==> src/hw/rtl/dmvt_pkg.sv <==
package dmvt_pkg;

  localparam int unsigned VecLen = 4;
  localparam int unsigned MatCount = 2;
  localparam int unsigned StoreDepth = MatCount * VecLen * VecLen;

  localparam logic OP_LOAD = 1'b0;
  localparam logic OP_XFORM = 1'b1;

  typedef struct packed {
    logic               operation;
    logic               matrix_select;
    logic [3:0]         coef_index;
    logic signed [31:0] coef_value;
    logic               chain_mode;
    logic signed [31:0] vx;
    logic signed [31:0] vy;
    logic signed [31:0] vz;
    logic signed [31:0] vw;
    logic               last_vertex;
  } in_t;

  typedef struct packed {
    logic signed [31:0] first_x;
    logic signed [31:0] first_y;
    logic signed [31:0] first_z;
    logic signed [31:0] first_w;
    logic signed [31:0] second_x;
    logic signed [31:0] second_y;
    logic signed [31:0] second_z;
    logic signed [31:0] second_w;
    logic               batch_end;
  } out_t;

  typedef struct packed {
    logic mul_en;
    logic sum_en;
  } lane_ctrl_t;

endpackage

==> src/hw/rtl/dmvt_coef_bank.sv <==
module dmvt_coef_bank import dmvt_pkg::*; #(
  parameter int CW = 32
) (
  input  logic                 clk_i,
  input  logic                 rst_ni,
  input  logic                 wr_en_i,
  input  logic                 wr_mat_i,
  input  logic [3:0]           wr_idx_i,
  input  logic signed [31:0]   wr_data_i,
  input  logic                 rd_mat_i,
  output logic signed [CW-1:0] coef_o [VecLen][VecLen]
);

  logic signed [CW-1:0] store_q [StoreDepth];

  always_ff @(posedge clk_i or negedge rst_ni) begin
    if (!rst_ni) begin
      for (int i = 0; i < StoreDepth; i++) begin
        store_q[i] <= '0;
      end
    end else if (wr_en_i) begin
      store_q[{wr_mat_i, wr_idx_i}] <= wr_data_i[CW-1:0];
    end
  end

  // Lane r sees row r of the selected matrix; entries are column-major.
  always_comb begin
    for (int r = 0; r < VecLen; r++) begin
      for (int c = 0; c < VecLen; c++) begin
        coef_o[r][c] = rd_mat_i ? store_q[16 + c * 4 + r] : store_q[c * 4 + r];
      end
    end
  end

endmodule

==> config.mk <==
export PLATFORM = sky130hd
export DESIGN_NAME = dmvt_coef_bank
export DESIGN_NICKNAME = d
export VERILOG_FILES = /design/src/hw/rtl/dmvt_pkg.sv /design/src/hw/rtl/dmvt_coef_bank.sv
export SDC_FILE = /design/constraint.sdc
export NUM_CORES = 1
export LEC_CHECK = 0
export BUFFER_PORTS_ARGS = -buffer_cell sky130_fd_sc_hd__buf_4
export CORE_ASPECT_RATIO = 0.6
export CORE_MARGIN = 3
export CORE_UTILIZATION = 50
export DETAILED_ROUTE_END_ITERATION = 6
export PLACE_DENSITY = 0.7
export SLEW_MARGIN = 40
export SYNTH_ARGS = -nofsm -noshare
export SYNTH_HDL_FRONTEND = slang
export SYNTH_SLANG_ARGS = --single-unit
==> constraint.sdc <==
create_clock -name clk_i -period 2.26 [get_ports clk_i]
set_input_delay 0 -clock clk_i [delete_from_list [all_inputs] [get_ports clk_i]]
set_output_delay 0 -clock clk_i [all_outputs]
set_load 0.02 [all_outputs]
==> results.tsv <==
metric	value	unit
#FFs+latches synth	1024	
status	finished clean	
IR drop worst, VDD	0.000538	V
initial drt markers	1286	
Setup crit start kind	primary input	
setup slack after placement	0.384	ns
highest clock rate	487	MHz
Final Instance Area	54000	um^2
initial core utilization	51.1	%
RSZ-0062 raised after global routing	no	
cts bufs inserted	95	
CP Class	primary input to flip-flop	
Hold Crit Depth	4	
leakage power total	25.7	nW
FP Rows	83	
biggest regs	store_q: 1024 flops	
Layout area overhead	21.8	%
Tcrit/Tclk final	90.8	%
CP Cell Sequence	dlygate4sd3_1 > buf_4 > nor4b_2 > dlygate4sd3_1 > nand2_2 > buf_12 > mux2_2	
sequential element share of the synthesized area	57.8	%
Max-slew headroom	55.5	%
reg2reg end	store_q[545]	
Ys Warns	0	
Reg2Reg Setup Slack	1.46	ns
Mapped Avg Cell Area	15.5	um^2
clock sinks	1024	
Fin. Hold Viols	0	
met3 wire len	6.52	mm
WL met2	60.6	mm
biggest area consumer among synthesized cells	dfrtp_1	
CP delay by family, top	buffers and inverters	
post-synth cell types	16	
Worst Reg-to-Reg Cells	1	
area of placed instances	50300	um^2
Clock Tree Root	clkbuf_16	
CP Depth	7	
Final Max Slew Viols	0	
WL per Instance	27.4	um
drt total wl	127	mm
die area	92400	um^2
Worst EP arrival	2.62	ns
worst path bufs/invs	4	
I/O Buffers	552	
Vias/cell	5.64	
CTS clk-pin slew, worst paths	0.07	ns
synth top area cells	dfrtp_1, mux2_2, buf_2, clkbuf_1, mux2_1	
DRT antenna net count	0	
CTS tree	done	
total number of vias	26200	
first-pass GRT wire length	189	mm
CP Launch Point	wr_idx_i[3]	
Worst-Margin Slew	0.666	ns
chip width	390	um
final setup violating endpoints	0	
Cells after Synth	2861	
highest metal used	met4	
Final HPWL DP	83.2	mm
grt ovf	0	
worst endpoint required time	2.82	ns
Clock Skew	0	ns
Core Region	86700	um^2
Ports	553	
TNS Setup	0	ns
launching point of the worst reg2reg path	store_q[545]	
max reg flops	1024	
TritonRoute pass-1 iters	5	
max-cap viol count	0	
CTS H-Tree Depth	3	
number of global-route vias before repair	28500	
initial antenna violation count	2	
smallest setup slack after layout	0.207	ns
Final Util	62.3	%
CP max FO	26	
GPL Wtd Cong	0.832	
top cell type's share of synthesized area	57.8	%
most used cell, CP	dlygate4sd3_1	
drt drc	0	
register with the most flip-flops	store_q	
largest net degree at the start of global routing	72	
NumNets Final	3451	
gr usage total	27.4	%
Crit path largest cell delay	0.69	ns
power per cell area	1010	nW/um^2
share of cells above drive strength 1	68.2	%
Final min period	2.05	ns
Placed Cells	4419	
Hold Path Class	primary input to flip-flop	
Worst path slowest cell	dlygate4sd3_1	
Metal-1 WL	57.0	mm
Clk Latency, worst-skew pair	0.69	ns
die span in y	237	um
mapped cell area	44300	um^2
CP endpoint kind	flip-flop	
Critical Path Sink	store_q[1009]	
most common cell after layout, fill and taps aside	mux2_2	
fin cells	4637	
Mapped Nets	2902	
most frequent cells in the layout	mux2_2, dfrtp_1, buf_4	
Max Root-Sink Buffers	3	
-- through the flow --
step / power [mW] / hold WS (ns)
after floorplan: 31.6 / -0.296
after detailed placement: 37.7 / 0.105
final: 54.3 / 0.145
after global placement: 37.1 / 0.0996
after CTS: 54.8 / 0.0964
after global routing: 56.6 / 0.132
-- cells in the mapped netlist (all sizes together) --
library cell	instances
mux2	1536
dfrtp	1024
buf	146
clkbuf	109
nand2	13
nor2	13
nor2b	5
nor3	4
and4bb	3
nand4b	3
nand2b	2
and3	1
nand4	1
nor4b	1
-- worst min path at each step --
stage,to,slack [ns],from
after floorplan,store_q[0],-0.30,rst_ni
after global placement,store_q[717],0.1,rst_ni
after detailed placement,store_q[204],0.10,rst_ni
after CTS,store_q[483],0.1,wr_en_i
after global routing,store_q[483],0.13,wr_en_i
final,store_q[481],0.15,wr_en_i
-- area by class of cell --
class	count	area, um^2
diodes	1	2.50
clock buffers	138	2870
clock inverters	38	444
fillers	6415	32700
multi-input cells	1582	17700
flip-flops and latches	1024	25600
well taps	1147	1440
repair buffers	707	5880
-- worst min-delay path: cells and delay by family --
family                 cells  cell delay (ns)
AND/OR/NAND/NOR            2             0.48
multiplexers               1             0.19
buffers and inverters      1             0.14
-- cells by family after synthesis --
| logic type | after synthesis | share of synthesized area [%] |
|---|---|---|
| buffers and inverters | 255 | 2.59 |
| DFF | 1024 | 57.8 |
| muxes | 1536 | 39.0 |
| and+or+nand+nor | 46 | 0.615 |
-- routing by layer --
layer / vias to the layer above / track usage, %
li1: 11300 / -
met1: 14100 / 38.0
met2: 571 / 44.0
met3: 177 / 5.78
met4: 0 / 7.11
met5: - / 0
-- repair_timing --
| action | 4_1_cts | 5_1_grt |
|---|---|---|
| buffers inserted | 0 | 0 |
| setup endpoints to repair | 0 | 0 |
| endpoints found under the hold margin | 1891 | 0 |
| hold buffers | 41 | 0 |
| resized for setup | 0 | 0 |
-- report_power, final --
part | internal [mW] | switching (mW) | total [mW] | leakage [nW]
registers | 21.9 | 1.77 | 23.7 | 13.1
logic | 6.83 | 6.86 | 13.7 | 11.0
clock network | 9.84 | 7.13 | 17.0 | 1.64
Power figures use the tool's default switching activity.
